==> src/hdl/i2a_pkg.sv <==
// Shared types, character codes and helpers for the integer to ASCII digits block.
package i2a_pkg;

	localparam int MAX_VALUE_BITS = 64;
	localparam int DEF_VALUE_BITS = 64;
	localparam int HEX_MAX_DIGITS = 16;

	localparam logic [1:0] ACT_UNSIGNED = 2'd0;
	localparam logic [1:0] ACT_SIGNED   = 2'd1;
	localparam logic [1:0] ACT_HEX      = 2'd2;

	localparam logic [7:0] CH_ZERO     = 8'h30;
	localparam logic [7:0] CH_MINUS    = 8'h2D;
	localparam logic [7:0] CH_LETTER_A = 8'h41;
	localparam logic [3:0] DEC_BASE    = 4'd10;

	typedef struct packed {
		logic [1:0]                action;
		logic [MAX_VALUE_BITS-1:0] value;
		logic [4:0]                hex_digits;
	} cmd_item_t;

	typedef struct packed {
		logic [7:0] ascii_char;
		logic       last;
	} chr_item_t;

	typedef struct packed {
		logic                      is_hex;
		logic                      neg;
		logic [MAX_VALUE_BITS-1:0] mag;
		logic [3:0]                top_nib;
	} job_t;

	typedef enum logic [2:0] {
		B_IDLE,
		B_CONV,
		B_SIGN,
		B_DEC,
		B_HEX
	} back_state_t;

	function automatic logic [7:0] hex_char(input logic [3:0] nib);
		logic [7:0] c;
		if (nib >= DEC_BASE) begin
			c = CH_LETTER_A + 8'(nib - DEC_BASE);
		end else begin
			c = CH_ZERO + 8'(nib);
		end
		return c;
	endfunction

endpackage

==> src/hdl/i2a_front.sv <==
// Front part: accepts command items, drops undefined actions, forms the magnitude.
module i2a_front #(
	parameter int VALUE_BITS = i2a_pkg::DEF_VALUE_BITS
) (
	input  logic               cmd_valid,
	output logic               cmd_stall,
	input  i2a_pkg::cmd_item_t cmd,
	input  logic               full,
	output logic               push,
	output i2a_pkg::job_t      job
);
	import i2a_pkg::*;

	localparam logic [MAX_VALUE_BITS-1:0] MASK =
		MAX_VALUE_BITS'((65'd1 << VALUE_BITS) - 65'd1);

	logic [MAX_VALUE_BITS-1:0] v;
	logic [MAX_VALUE_BITS-1:0] negv;
	logic                      sgn;
	logic [4:0]                cnt;

	always_comb begin
		v    = cmd.value & MASK;
		negv = (~v + MAX_VALUE_BITS'(1)) & MASK;
		sgn  = v[VALUE_BITS-1];
		if (cmd.hex_digits == 5'd0) begin
			cnt = 5'd1;
		end else if (cmd.hex_digits > 5'(HEX_MAX_DIGITS)) begin
			cnt = 5'(HEX_MAX_DIGITS);
		end else begin
			cnt = cmd.hex_digits;
		end
	end

	assign cmd_stall = full;

	always_comb begin
		job.is_hex  = (cmd.action == ACT_HEX);
		job.neg     = (cmd.action == ACT_SIGNED) && sgn;
		job.mag     = job.neg ? negv : v;
		job.top_nib = 4'(cnt - 5'd1);
		push        = cmd_valid && !full &&
			(cmd.action == ACT_UNSIGNED || cmd.action == ACT_SIGNED ||
			 cmd.action == ACT_HEX);
	end

endmodule

==> src/hdl/i2a_queue.sv <==
// Two-entry queue of classified jobs between the front and back parts.
module i2a_queue (
	input  logic          clk,
	input  logic          arst_n,
	input  logic          push,
	input  i2a_pkg::job_t push_job,
	output logic          full,
	output logic          avail,
	input  logic          pop,
	output i2a_pkg::job_t head
);
	import i2a_pkg::*;

	job_t       slot_q [2];
	logic       wr_ptr_q;
	logic       rd_ptr_q;
	logic [1:0] count_q;

	assign full  = (count_q == 2'd2);
	assign avail = (count_q != 2'd0);
	assign head  = slot_q[rd_ptr_q];

	always_ff @(posedge clk) begin
		if (push) begin
			slot_q[wr_ptr_q] <= push_job;
		end
	end

	always_ff @(posedge clk or negedge arst_n) begin
		if (!arst_n) begin
			wr_ptr_q <= 1'b0;
			rd_ptr_q <= 1'b0;
			count_q  <= 2'd0;
		end else begin
			if (push) begin
				wr_ptr_q <= !wr_ptr_q;
			end
			if (pop) begin
				rd_ptr_q <= !rd_ptr_q;
			end
			count_q <= count_q + 2'(push) - 2'(pop);
		end
	end

endmodule

==> src/hdl/i2a_back.sv <==
// Back part: shift-add-3 conversion, digit and nibble emission, output register.
module i2a_back #(
	parameter int VALUE_BITS = i2a_pkg::DEF_VALUE_BITS
) (
	input  logic               clk,
	input  logic               arst_n,
	input  logic               avail,
	input  i2a_pkg::job_t      head,
	output logic               pop,
	output logic               chr_valid,
	input  logic               chr_stall,
	output i2a_pkg::chr_item_t chr
);
	import i2a_pkg::*;

	localparam int DEC_DIGITS = (VALUE_BITS * 30103) / 100000 + 1;
	localparam int BCD_W      = 4 * DEC_DIGITS;
	localparam int BIT_W      = $clog2(VALUE_BITS);
	localparam int DIG_W      = $clog2(DEC_DIGITS);

	back_state_t               state_q, state_d;
	logic [VALUE_BITS-1:0]     mag_q;
	logic [BCD_W-1:0]          bcd_q;
	logic [BCD_W-1:0]          bcd_adj;
	logic [BIT_W-1:0]          bit_q;
	logic [DIG_W-1:0]          dig_q;
	logic                      started_q;
	logic                      neg_q;
	logic [MAX_VALUE_BITS-1:0] hex_q;
	logic [3:0]                nib_q;
	logic [3:0]                top_dig;
	logic                      out_free;
	logic                      emit;
	chr_item_t                 emit_item;
	logic                      load;
	logic                      conv_step;
	logic                      dec_shift;
	logic                      hex_step;
	logic                      chr_valid_q;
	chr_item_t                 chr_q;

	assign out_free  = !chr_valid_q || !chr_stall;
	assign top_dig   = bcd_q[BCD_W-1 -: 4];
	assign chr_valid = chr_valid_q;
	assign chr       = chr_q;

	always_comb begin
		for (int d = 0; d < DEC_DIGITS; d++) begin
			if (bcd_q[4*d +: 4] >= 4'd5) begin
				bcd_adj[4*d +: 4] = bcd_q[4*d +: 4] + 4'd3;
			end else begin
				bcd_adj[4*d +: 4] = bcd_q[4*d +: 4];
			end
		end
	end

	always_comb begin
		state_d   = state_q;
		pop       = 1'b0;
		emit      = 1'b0;
		emit_item = '{ascii_char: CH_ZERO, last: 1'b0};
		load      = 1'b0;
		conv_step = 1'b0;
		dec_shift = 1'b0;
		hex_step  = 1'b0;
		unique case (state_q)
			B_IDLE: begin
				if (avail) begin
					pop     = 1'b1;
					load    = 1'b1;
					state_d = head.is_hex ? B_HEX : B_CONV;
				end
			end
			B_CONV: begin
				conv_step = 1'b1;
				if (bit_q == '0) begin
					state_d = neg_q ? B_SIGN : B_DEC;
				end
			end
			B_SIGN: begin
				if (out_free) begin
					emit      = 1'b1;
					emit_item = '{ascii_char: CH_MINUS, last: 1'b0};
					state_d   = B_DEC;
				end
			end
			B_DEC: begin
				if (started_q || top_dig != 4'd0 || dig_q == '0) begin
					if (out_free) begin
						emit      = 1'b1;
						emit_item = '{ascii_char: CH_ZERO + 8'(top_dig),
							last: (dig_q == '0)};
						dec_shift = 1'b1;
						if (dig_q == '0) begin
							state_d = B_IDLE;
						end
					end
				end else begin
					dec_shift = 1'b1;
				end
			end
			B_HEX: begin
				if (out_free) begin
					emit      = 1'b1;
					emit_item = '{ascii_char: hex_char(hex_q[4*nib_q +: 4]),
						last: (nib_q == 4'd0)};
					hex_step  = 1'b1;
					if (nib_q == 4'd0) begin
						state_d = B_IDLE;
					end
				end
			end
			default: begin
				state_d = B_IDLE;
			end
		endcase
	end

	always_ff @(posedge clk or negedge arst_n) begin
		if (!arst_n) begin
			state_q     <= B_IDLE;
			chr_valid_q <= 1'b0;
			started_q   <= 1'b0;
		end else begin
			state_q <= state_d;
			if (emit) begin
				chr_valid_q <= 1'b1;
			end else if (!chr_stall) begin
				chr_valid_q <= 1'b0;
			end
			if (load) begin
				started_q <= 1'b0;
			end else if (emit && state_q == B_DEC) begin
				started_q <= 1'b1;
			end
		end
	end

	always_ff @(posedge clk) begin
		if (emit) begin
			chr_q <= emit_item;
		end
		if (load) begin
			mag_q <= head.mag[VALUE_BITS-1:0];
			hex_q <= head.mag;
			nib_q <= head.top_nib;
			neg_q <= head.neg;
			bcd_q <= '0;
			bit_q <= BIT_W'(VALUE_BITS - 1);
			dig_q <= DIG_W'(DEC_DIGITS - 1);
		end
		if (conv_step) begin
			bcd_q <= {bcd_adj[BCD_W-2:0], mag_q[VALUE_BITS-1]};
			mag_q <= {mag_q[VALUE_BITS-2:0], 1'b0};
			bit_q <= bit_q - BIT_W'(1);
		end
		if (dec_shift) begin
			bcd_q <= {bcd_q[BCD_W-5:0], 4'd0};
			dig_q <= dig_q - DIG_W'(1);
		end
		if (hex_step) begin
			nib_q <= nib_q - 4'd1;
		end
	end

endmodule

==> src/hdl/integer_to_ascii_digits_top.sv <==
// Top level of the integer to ASCII digits converter.
// Each command item carries a VALUE_BITS-wide operand and an action: unsigned decimal,
// signed decimal (leading '-' when negative) or uppercase hex of the low hex_digits
// nibbles (0 gives one, above 16 gives 16); action 3 is accepted and yields nothing.
// Characters leave one per item on the chr channel, the final one of an operand marked
// by last. A decimal operand goes through the bit-serial shift-add-3 converter, then
// out one decimal digit position at a time (20 at 64 bits, leading zeros skipped
// without output), after a '-' when negative. A hex operand goes out one nibble at a
// time. A two-entry job queue lets the command side keep accepting while the converter
// works and the output register waits.
module integer_to_ascii_digits_top #(
	parameter int VALUE_BITS = i2a_pkg::DEF_VALUE_BITS
) (
	input  logic               clk,
	input  logic               arst_n,
	input  logic               cmd_valid,
	output logic               cmd_stall,
	input  i2a_pkg::cmd_item_t cmd,
	output logic               chr_valid,
	input  logic               chr_stall,
	output i2a_pkg::chr_item_t chr
);
	import i2a_pkg::*;

	logic push;
	job_t push_job;
	logic full;
	logic avail;
	logic pop;
	job_t head;

	i2a_front #(.VALUE_BITS(VALUE_BITS)) u_front (
		.cmd_valid (cmd_valid),
		.cmd_stall (cmd_stall),
		.cmd       (cmd),
		.full      (full),
		.push      (push),
		.job       (push_job)
	);

	i2a_queue u_queue (
		.clk      (clk),
		.arst_n   (arst_n),
		.push     (push),
		.push_job (push_job),
		.full     (full),
		.avail    (avail),
		.pop      (pop),
		.head     (head)
	);

	i2a_back #(.VALUE_BITS(VALUE_BITS)) u_back (
		.clk       (clk),
		.arst_n    (arst_n),
		.avail     (avail),
		.head      (head),
		.pop       (pop),
		.chr_valid (chr_valid),
		.chr_stall (chr_stall),
		.chr       (chr)
	);

endmodule

==> config.mk <==
export PLATFORM = sky130hd
export DESIGN_NAME = integer_to_ascii_digits_top
export DESIGN_NICKNAME = d
export VERILOG_FILES = /design/src/hdl/i2a_pkg.sv /design/src/hdl/i2a_front.sv /design/src/hdl/i2a_queue.sv /design/src/hdl/i2a_back.sv /design/src/hdl/integer_to_ascii_digits_top.sv
export SDC_FILE = /design/constraint.sdc
export NUM_CORES = 1
export LEC_CHECK = 0
export ABC_AREA = 1
export BUFFER_PORTS_ARGS = -buffer_cell sky130_fd_sc_hd__buf_2
export CORE_UTILIZATION = 50
export DETAILED_ROUTE_END_ITERATION = 12
export HOLD_SLACK_MARGIN = 0.02
export PLACE_DENSITY = 0.68
export REMOVE_ABC_BUFFERS = 1
export SYNTH_ARGS = -nofsm -noshare
export SYNTH_HDL_FRONTEND = slang
export SYNTH_SLANG_ARGS = --single-unit
==> constraint.sdc <==
create_clock -name clk -period 13.3 [get_ports clk]
set_clock_uncertainty 0.15 [all_clocks]
set_input_delay 0.665 -clock clk [delete_from_list [all_inputs] [get_ports clk]]
set_output_delay 0.665 -clock clk [all_outputs]
set_load 0.01 [all_outputs]
# --- After elaboration in Yosys (flattened, before gate mapping) ---
# Memory sizes are Yosys's and may differ from the RTL's.
# Index checks and enable logic that the tools add are counted.
word_totals:
  regBits: 242
  mem_bits_rw: 140
  in_bits: 75
  wordCells: 184
  mem_count: 1
memory_table:
  columns: ["name", "depth", "width", "rd", "rd_ports_with_merged_regs", "wr", "line_no", "source"]
  rows:
  - ["u_queue.slot_q", 2, 70, 1, 0, 1, "i2a_queue.sv:14", "job_t slot_q [2];"]
op_classes:
  add_sub_neg: 31
  n_lt_le_gt_ge: 22
  n_eq_ne: 16
  n_shift: 1
  n_mux: 66
  n_bitwise: 1
  reduce_logical: 29
op_table:
  columns: ["cell", "n"]
  rows:
  - ["80-bit 2-to-1 mux", 3]
  - ["64-bit 2-to-1 mux", 3]
  - ["4-bit 2-to-1 mux", 23]
  - ["4-bit by 3-bit >= comparator with 1-bit output, second input constant", 20]
  - ["4-bit by 2-bit adder with 4-bit output, second input constant", 19]
  - ["64-bit by 1-bit adder with 64-bit output, second input constant", 1]
  - ["64-bit inverter", 1]
  - ["64-bit by 7-bit indexed part select with 4-bit output", 1]
  - ["3-bit 2-to-1 mux", 10]
  - ["9-bit 2-to-1 mux", 3]
  - ["9-bit one-hot mux with 3 select lines", 1]
  - ["6-bit 2-to-1 mux", 3]
  - ["2-bit by 1-bit != test with 1-bit output, second input constant", 8]
  - ["1-bit 2-to-1 mux", 15]
  - ["3-bit one-hot mux with 5 select lines", 1]
  - ["6-bit by 4-bit adder with 7-bit output, first input constant", 2]
  - ["5-bit zero test", 2]
  - ["5-bit 2-to-1 mux", 2]
  - ["2-bit nonzero test", 5]
  - ["7-bit by 8-bit adder with 8-bit output, first input constant", 1]
  - ["8-bit 2-to-1 mux", 1]
  - ["8-bit AND reduction", 1]
  - ["4-bit by 1-bit subtractor with 4-bit output, second input constant", 2]
  - ["3-bit by 2-bit == test with 1-bit output, second input constant", 2]
  - ["other kinds (24)", 36]

# --- Logic depth before layout (Yosys ltp) ---
# Gate-level depths: netlist of run 1.
logic_depth:
  word_depth: 8
  mapped_depth: 19
  mapped_depth_nobuf: 18

# --- By module ---
# Synthesis of run 1 repeated with hierarchy kept, for this count alone.
unflattened:
  hier_cells: 2011
  hier_area_um2: 19752.7
modules_own_cells:
  columns: ["module", "n_inst", "cells_per_inst", "area_each_um2", "seq_area_each_um2"]
  rows:
  - ["i2a_back", 1, 1129, 11930.2, 7041.8]
  - ["i2a_queue", 1, 390, 5429.0, 4304.1]
  - ["i2a_front", 1, 492, 2393.5, 0.0]

# --- Worst setup path after synthesis of run 1 ---
# No wires, ideal clock.
synth_timing:
  kind: "input to register"
  start: "in cmd[69] (netlist bit)"
  end: "mem u_queue.slot_q[1][0] (netlist bit), enable pin"
  arrival_time_ns: 3.930
  t_required_ns: 12.650
  slack_ns: 8.720
  path_stages: 5
  n_path_buf: 0
  path_cell_list: "nand2_1 nand2_1 nor2_1 inv_1 nor2_1"
synth_between:
  elab_chain_cells: 6
synth_lines:
  columns: ["item", "line_no", "source"]
  rows:
  - ["start, declared", "integer_to_ascii_digits_top.sv:18", "input i2a_pkg::cmd_item_t cmd,"]
  - ["2-bit by 1-bit == test with 1-bit output or 2-bit zero test (tied branches)", "i2a_front.sv:43", "(cmd.action == ACT_UNSIGNED || cmd.action == ACT_SIGNED ||"]
  - ["1-bit logical OR", "i2a_front.sv:43", null]
  - ["1-bit logical OR *", "i2a_front.sv:43", null]
  - ["1-bit logical AND *", "i2a_front.sv:42", "push = cmd_valid && !full &&"]
  - ["named net push", "integer_to_ascii_digits_top.sv:25", "logic push;"]
  - ["1-bit 2-to-1 mux *", "i2a_queue.sv:24", "if (push) begin"]
  - ["1-bit 2-to-1 mux (implied by the code) *", "i2a_queue.sv:25", "slot_q[wr_ptr_q] <= push_job;"]
  - ["end, declared", "i2a_queue.sv:14", null]
# The timed path passes the listed nets; every way through them passes the cells marked *.

# --- Worst setup path after layout of run 1 ---
layout_timing:
  start: "reg u_back.state_q[1]"
  end: "reg u_back.bcd_q[34], enable pin"
layout_between:
  elab_chain_cells: 3
layout_lines:
  columns: ["item", "line_no", "source"]
  rows:
  - ["start, declared", "i2a_back.sv:21", "back_state_t state_q, state_d;"]
  - ["start signal, assigned", "i2a_back.sv:125", "state_q <= state_d;"]
  - ["3-bit by 2-bit == test with 1-bit output, or another cell as far along", "i2a_back.sv:66", "unique case (state_q)"]
  - ["1-bit 2-to-1 mux", "i2a_back.sv:66", null]
  - ["3-bit nonzero test (no source line) *", null, null]
  - ["end signal, assigned", "i2a_back.sv:153", "bcd_q <= {bcd_adj[BCD_W-2:0], mag_q[VALUE_BITS-1]};"]
  - ["end signal, assigned", "i2a_back.sv:158", "bcd_q <= {bcd_q[BCD_W-5:0], 4'd0};"]
  - ["end, declared", "i2a_back.sv:23", "logic [BCD_W-1:0] bcd_q;"]
# Every way passes the cells marked *; elsewhere a longest branch is shown, timed or not.
# A chain may end at the register's enable or synchronous reset.

==> results of run 1 <==
## sequential cells by signal, indices dropped and copies added (netlist names)
signal and count:
u_back.bcd_q 80, u_back.bit_q 6, u_back.chr 8, u_back.chr_valid 1, u_back.dig_q 5, u_back.hex_q 64, u_back.mag_q 64, u_back.neg_q 1
u_back.nib_q 4, u_back.started_q 1, u_back.state_q 3, u_queue.count_q 2, u_queue.rd_ptr_q 1, u_queue.slot_q 140, u_queue.wr_ptr_q 1
## worst reg2reg max path, stage by stage (launching register included)
cell and delay (ns):
dfrtp_1 0.43, nor2_1 0.12, inv_1 0.06, nor2_1 0.19, nand2_2 0.18, inv_4 0.55, nor3_1 0.22, inv_2 0.63
buf_4 0.60
## layout by cell type, fill, tap and decap left out, drive strengths merged, types with 5 or more instances in the layout
cell type / netlist / layout
o211ai: 5 / 5
o32ai: 19 / 19
inv: 242 / 244
buf: 40 / 96
o21ai: 159 / 159
a22o: 62 / 62
dfrtp: 9 / 9
bufinv: 0 / 6
nand3: 113 / 113
nand2: 484 / 484
or2: 5 / 5
nor4: 5 / 5
a21oi: 39 / 39
dfxtp: 5 / 5
o22ai: 21 / 21
nor2: 199 / 199
nand4: 20 / 20
clkbuf: 26 / 55
ha: 54 / 54
clkinv: 0 / 11
xor2: 68 / 68
xnor2: 10 / 10
nor3: 22 / 22
edfxtp: 367 / 367
## layer usage
layer	global-route usage, %	wire length (um)	up-vias
li1	-	-	6915
met1	32.3	20600	6757
met2	36.2	20900	451
met3	3.29	2630	89
met4	8.90	1440	0
met5	0	0	-
## logic make-up after synthesis
kind of cell	after synthesis
simple gates	850
flops	381
compound gates	317
buf+inv	308
xor+xnor	78
fa+ha+maj	54
other cells	1
## final cells by class
| type | instances | area [um2] | share of cell area, % |
|---|---|---|---|
| clock buffer | 55 | 1130 | 5.17 |
| timing repair buffer | 97 | 520 | 2.38 |
| clock inverter | 21 | 265 | 1.21 |
| inverter | 242 | 916 | 4.19 |
| multi-input combinational | 1300 | 7030 | 32.2 |
| sequential | 381 | 11300 | 51.9 |
| tap | 518 | 648 | 2.97 |
## path summary, 6_finish.rpt
path,startpoint,end,slack [ns],cells past startpoint
setup / recovery,u_back.state_q[1]$_DFFE_PN0P_,u_back.bcd_q[34]$_DFFE_PP_,9.80,8
hold / removal,cmd[5],u_queue.slot_q[0][4]$_DFFE_PP_,0.22,1
setup reg to reg,u_back.state_q[1]$_DFFE_PN0P_,u_back.bcd_q[34]$_DFFE_PP_,9.80,8
hold reg to reg,u_back.started_q$_DFFE_PN0P_,u_back.started_q$_DFFE_PN0P_,0.38,2
max in group asynchronous,arst_n,u_queue.rd_ptr_q$_DFFE_PN0P_,12.40,2
min in group asynchronous,arst_n,u_queue.wr_ptr_q$_DFFE_PN0P_,0.36,2
## where the power goes
part           internal, mW  total (mW)  switching (mW)
Clock                 0.717        1.19           0.469
Sequential             2.04        2.26           0.219
Combinational         0.569        1.95            1.38
Total                  3.32        5.39            2.06
## through the flow
step / total power [mW] / setup WS (ns) / cells
final: 5.39 / 9.80 / 2614
after global routing: 5.77 / 9.49 / 2614
after CTS: 5.42 / 9.75 / 2614
after detailed placement: 4.22 / 9.77 / 2537
after global placement: 4.16 / 9.78 / 2537
after floorplan: 3.64 / 7.73 / 1923
==> metrics.txt, run 1 <==
status finished clean; max_cap viols 0; Max VDD drop 140 uV; total setup buffers inserted after CTS 0; Yosys Warn Count 0; first-pass GRT wire length 72,700 um; Pleak 8.79 nW; synthesized-area fraction occupied by adder cells 3.44%; Seq cells post-synth 381; Pre-antenna DRT Iters 5; measured slew at the worst slew-check pin 1.09 ns; crit path cell chain nor2_1 -> inv_1 -> nor2_1 -> nand2_2 -> inv_4 -> nor3_1 -> inv_2 -> buf_4; CP max stage delay 0.63 ns; largest net degree at the start of global routing 72; arrival time of the worst setup path 3.54 ns; Die Span Y 200 um; critical path class flop to flop; Avg Synthesized Cell Area 9.87 um2; Rows 72; CTS tree built; Die W 200 um; routability cong. 0.940; Yosys top cell by area edfxtp_1; post-route cell area 21,900 um2; Slew HR 26.3%; largest family of logic cells by synthesized area simple AND/OR/NAND/NOR gates; final period utilization 26.3%; RSZ-0062 raised after global routing no; Post-synth EDFFs 367; Synth Area in XOR/XNOR 3.48%; Max H-tree Level 2; hold_buf cts 1; Mapped Area 19,600 um2; CP startpoint kind flop; pins over their slew limit 0; Unique masters post-synth 54; total vias in the final route 14,200; Clock Path Buffers 3; Worst path top cell family by delay buffers and inverters; Buf+Inv Stages, Crit Path 4; Peak Freq 285 MHz; HPWL Detailed 31,100 um; asr flop ratio synth 2.36%; Overflow after GRT 0; count leader, synth nand2_1; Final Hold Viols 0; mux share of post-synthesis cell area 0%; I/O pin total 86; antenna-violating nets left 0; WL final 45,500 um; CP endpoint kind flop; PostCTS Resize Cnt 0; final hold slack 0.219 ns; post-synthesis sequential area ratio 57.8%; Synth Area in Compound Gates 10.2%; final core occ 56.6%; final setup fails 0; full die area 40,100 um2; Worst-Skew Late Latency 0.56 ns; setup TNS 0 ns; CTS clk-pin slew, worst paths 0.06 ns; DR iter-0 viols 978; core area 38,600 um2; wire per inst 17.4 um; PortBufs 84; Worst EP required 13.34 ns; Final #Nets 2,192; Area contributors post-synth edfxtp_1 (56%), nand2_1 (9.0%), inv_1 (4.4%); crit path max-delay cell type inv_2; Yosys top cell area share 56.1%; CP most frequent cell nor2_1; Num CTS Buffers 41; Synth Area in Simple Gates 18.6%; Avg Vias per Cell 5.44; layout cells sized above 1 10.8%; vias in the first global route 13,600; fillers 3,281; clock period minus final worst setup slack 3.50 ns; diode count 0; Post-Synthesis Cells 1,989; Tightest Hold Check Type input port to flop; most frequent cells after synthesis nand2_1 (473), edfxtp_1 (367), inv_1 (231); main flop type after synthesis edfxtp_1; total track usage 23.0%; initial antenna violation count 0; starting density of the core 50.8%; Residual DRC 0; Post-DP Area 20,500 um2; CTS sink count 381; Root Driver clkbuf_16; Power Dens Cells 247 nW/um2; critical path fanouts, max 64; area growth from synthesis to layout 11.3%
Note: power is estimated with default switching activity, not from simulation.
==> run 2: changes to the inputs <==
--- a/config.mk
+++ b/config.mk
@@ -10,7 +10,7 @@
 export CORE_UTILIZATION = 50
 export DETAILED_ROUTE_END_ITERATION = 12
 export HOLD_SLACK_MARGIN = 0.02
-export PLACE_DENSITY = 0.68
+export PLACE_DENSITY = 0.7
 export REMOVE_ABC_BUFFERS = 1
 export SYNTH_ARGS = -nofsm -noshare
 export SYNTH_HDL_FRONTEND = slang
==> constraint.sdc (replaced) <==
create_clock -name clk -period 3 [get_ports clk]
set_clock_uncertainty 0.15 [all_clocks]
set_input_delay 0.15 -clock clk [delete_from_list [all_inputs] [get_ports clk]]
set_output_delay 0.15 -clock clk [all_outputs]
set_load 0.01 [all_outputs]
==> metrics.txt, run 2 (synthesis results as in run 1) <==
status finished clean (unchanged); hold_sp cmd[55] (was cmd[5]); final period utilization 90.0% (was 26.3%); routability cong. 0.917 (was 0.940); Avg Vias per Cell 5.42 (was 5.44); Num CTS Buffers 39 (was 41); RSZ-0062 raised after global routing no (unchanged); CP most frequent cell nand2_1 (was nor2_1); Residual DRC 0 (unchanged); arrival time of the worst setup path 2.85 ns (was 3.54 ns); Buf+Inv Stages, Crit Path 4 (unchanged); core area 38,600 um2 (unchanged); DR iter-0 viols 1,133 (was 978); Overflow after GRT 0 (unchanged); Largest regs u_queue.slot_q x140, u_back.bcd_q x80 (unchanged); flop2flop setup slack 0.30 ns (was 9.80 ns); CTS tree built (unchanged); CP endpoint kind flop (unchanged); Worst EP required 3.15 ns (was 13.34 ns); layout cells sized above 1 10.9% (was 10.8%); Pleak 9.13 nW (was 8.79 nW); I/O pin total 86 (unchanged); starting density of the core 50.8% (unchanged); full die area 40,100 um2 (unchanged); FF-to-FF End u_back.chr[5]$_SDFFCE_PN1P_ (was u_back.bcd_q[34]$_DFFE_PP_); antenna-violating nets left 0 (unchanged); Rows 72 (unchanged); PostCTS Resize Cnt 0 (unchanged); reg2reg path depth 17 (was 8); total track usage 23.7% (was 23.0%); crit path max-delay cell type edfxtp_1 (was inv_2); Worst path top cell family by delay simple AND/OR/NAND/NOR gates (was buffers and inverters); wire per inst 17.4 um (about the same); measured slew at the worst slew-check pin 1.03 ns (was 1.09 ns); Biggest register u_queue.slot_q (unchanged); critical path fanouts, max 9 (was 64); Root Driver clkbuf_16 (unchanged); total vias in the final route 14,600 (was 14,200); CTS clk-pin slew, worst paths 0.06 ns (about the same); Peak Freq 370 MHz (was 285 MHz); Slew HR 30.6% (was 26.3%); Die W 200 um (unchanged); hold endpoint u_queue.slot_q[1][54]$_DFFE_PP_ (was u_queue.slot_q[0][4]$_DFFE_PP_); CP startpoint kind flop (unchanged); final core occ 58.6% (was 56.6%); critical path class flop to flop (unchanged); first-pass GRT wire length 75,500 um (was 72,700 um); number of flip-flops in the largest register 140 (unchanged); most frequent cells in the layout nand2_1 (472), edfxtp_1 (367), inv_1 (228), nor2_1 (184), o21ai_0 (137) (unchanged); setup TNS 0 ns (unchanged); WL final 47,000 um (was 45,500 um); area growth from synthesis to layout 15.4% (was 11.3%); Final Hold Viols 0 (unchanged); Max VDD drop 657 uV (was 140 uV); max_cap viols 0 (unchanged); PortBufs 84 (unchanged); vias in the first global route 14,300 (was 13,600); Die Span Y 200 um (unchanged); Max H-tree Level 2 (unchanged); Worst-Skew Late Latency 0.55 ns (was 0.56 ns); diode count 0 (unchanged); commonest non-fill, non-tap cell in the layout nand2_1 (unchanged); Final #Nets 2,279 (was 2,192); largest net degree at the start of global routing 129 (was 72); CP max stage delay 0.57 ns (was 0.63 ns); launch point of the worst reg-to-reg path u_back.nib_q[2]$_DFFE_PP_ (was u_back.state_q[1]$_DFFE_PN0P_); HPWL Detailed 33,000 um (was 31,100 um); Power Dens Cells 1050 nW/um2 (was 247 nW/um2); initial antenna violation count 0 (unchanged); clock period minus final worst setup slack 2.70 ns (was 3.50 ns); crit path cell chain nor2_4 -> nand3_1 -> nand2_1 -> nor2_1 -> nand2_1 -> nand2_1 -> inv_2 -> ha_1 -> inv_1 -> ha_1 -> nand2_1 -> nor2_1 -> inv_1 -> nand2_1 -> nand3_1 -> nand2_1 -> inv_1 (was nor2_1 -> inv_1 -> nor2_1 -> nand2_2 -> inv_4 -> nor3_1 -> inv_2 -> buf_4); CTS sink count 381 (unchanged); pins over their slew limit 0 (unchanged); Pre-antenna DRT Iters 5 (unchanged); Clock Path Buffers 3 (unchanged); Tightest Hold Check Type input port to flop (unchanged); final setup fails 0 (unchanged); hold path depth 3 (was 1)
run 2: worst max path at each step:
stage,start,to,depth (start not counted)
after floorplan,u_back.state_q[1]$_DFFE_PN0P_,u_back.bcd_q[10]$_DFFE_PP_,7
after global placement,u_back.nib_q[1]$_DFFE_PP_,u_back.chr[5]$_SDFFCE_PN1P_,18
after detailed placement,u_back.nib_q[1]$_DFFE_PP_,u_back.chr[5]$_SDFFCE_PN1P_,18
after CTS,u_back.nib_q[1]$_DFFE_PP_,u_back.chr[5]$_SDFFCE_PN1P_,18
after global routing,u_back.nib_q[0]$_DFFE_PP_,u_back.chr[5]$_SDFFCE_PN1P_,17
final,u_back.nib_q[2]$_DFFE_PP_,u_back.chr[5]$_SDFFCE_PN1P_,17
run 2: metal layers:
| layer | GRT usage, % | part of all wire, % |
|---|---|---|
| met3 | 3.45 | 5.6 |
| met1 | 31.7 | 43 |
| met2 | 39.6 | 48 |
| met4 | 7.97 | 2.7 |
| met5 | 0 | 0 |
run 2: repair_timing:
| item | in CTS | in global routing |
|---|---|---|
| endpoints found under the hold margin | 137 | 0 |
| setup buffers | 0 | 3 |
| hold buffers | 69 | 0 |
| setup endpoints to repair | 0 | 2 |
run 2: power breakdown:
group | leakage, nW | total [mW] | switching [mW] | internal [mW]
clock network | 0.590 | 4.66 | 2.00 | 2.66
logic | 4.87 | 9.04 | 6.18 | 2.86
registers | 3.67 | 10.0 | 0.992 | 9.01
total | 9.13 | 23.7 | 9.18 | 14.5
run 2: layout make-up:
cell class	instances	area [um2]
multi-input combinational	1300	7030
inverter	242	916
fill	3167	16000
timing repair buffer	186	1500
clock buffer	47	1010
tap	518	648
sequential	381	11300
clock inverter	24	210
run 2: tightest hold or removal path, stage by stage:
cell and delay (ns):
buf_2 0.13, inv_1 0.10, o21ai_0 0.17
run 2: per-stage QoR:
step	hold slack (ns)	cells	worst slack (ns)	power (mW)	instance area [um2]
after floorplan	-0.296	1923	-2.57	16.1	19300
after global placement	-0.119	2555	0.318	18.7	20700
after detailed placement	-0.112	2555	0.252	19.0	20700
after CTS	0.0241	2695	0.218	23.8	22600
after global routing	0.0565	2698	0.0166	25.4	22700
final	0.0626	2698	0.301	23.7	22700
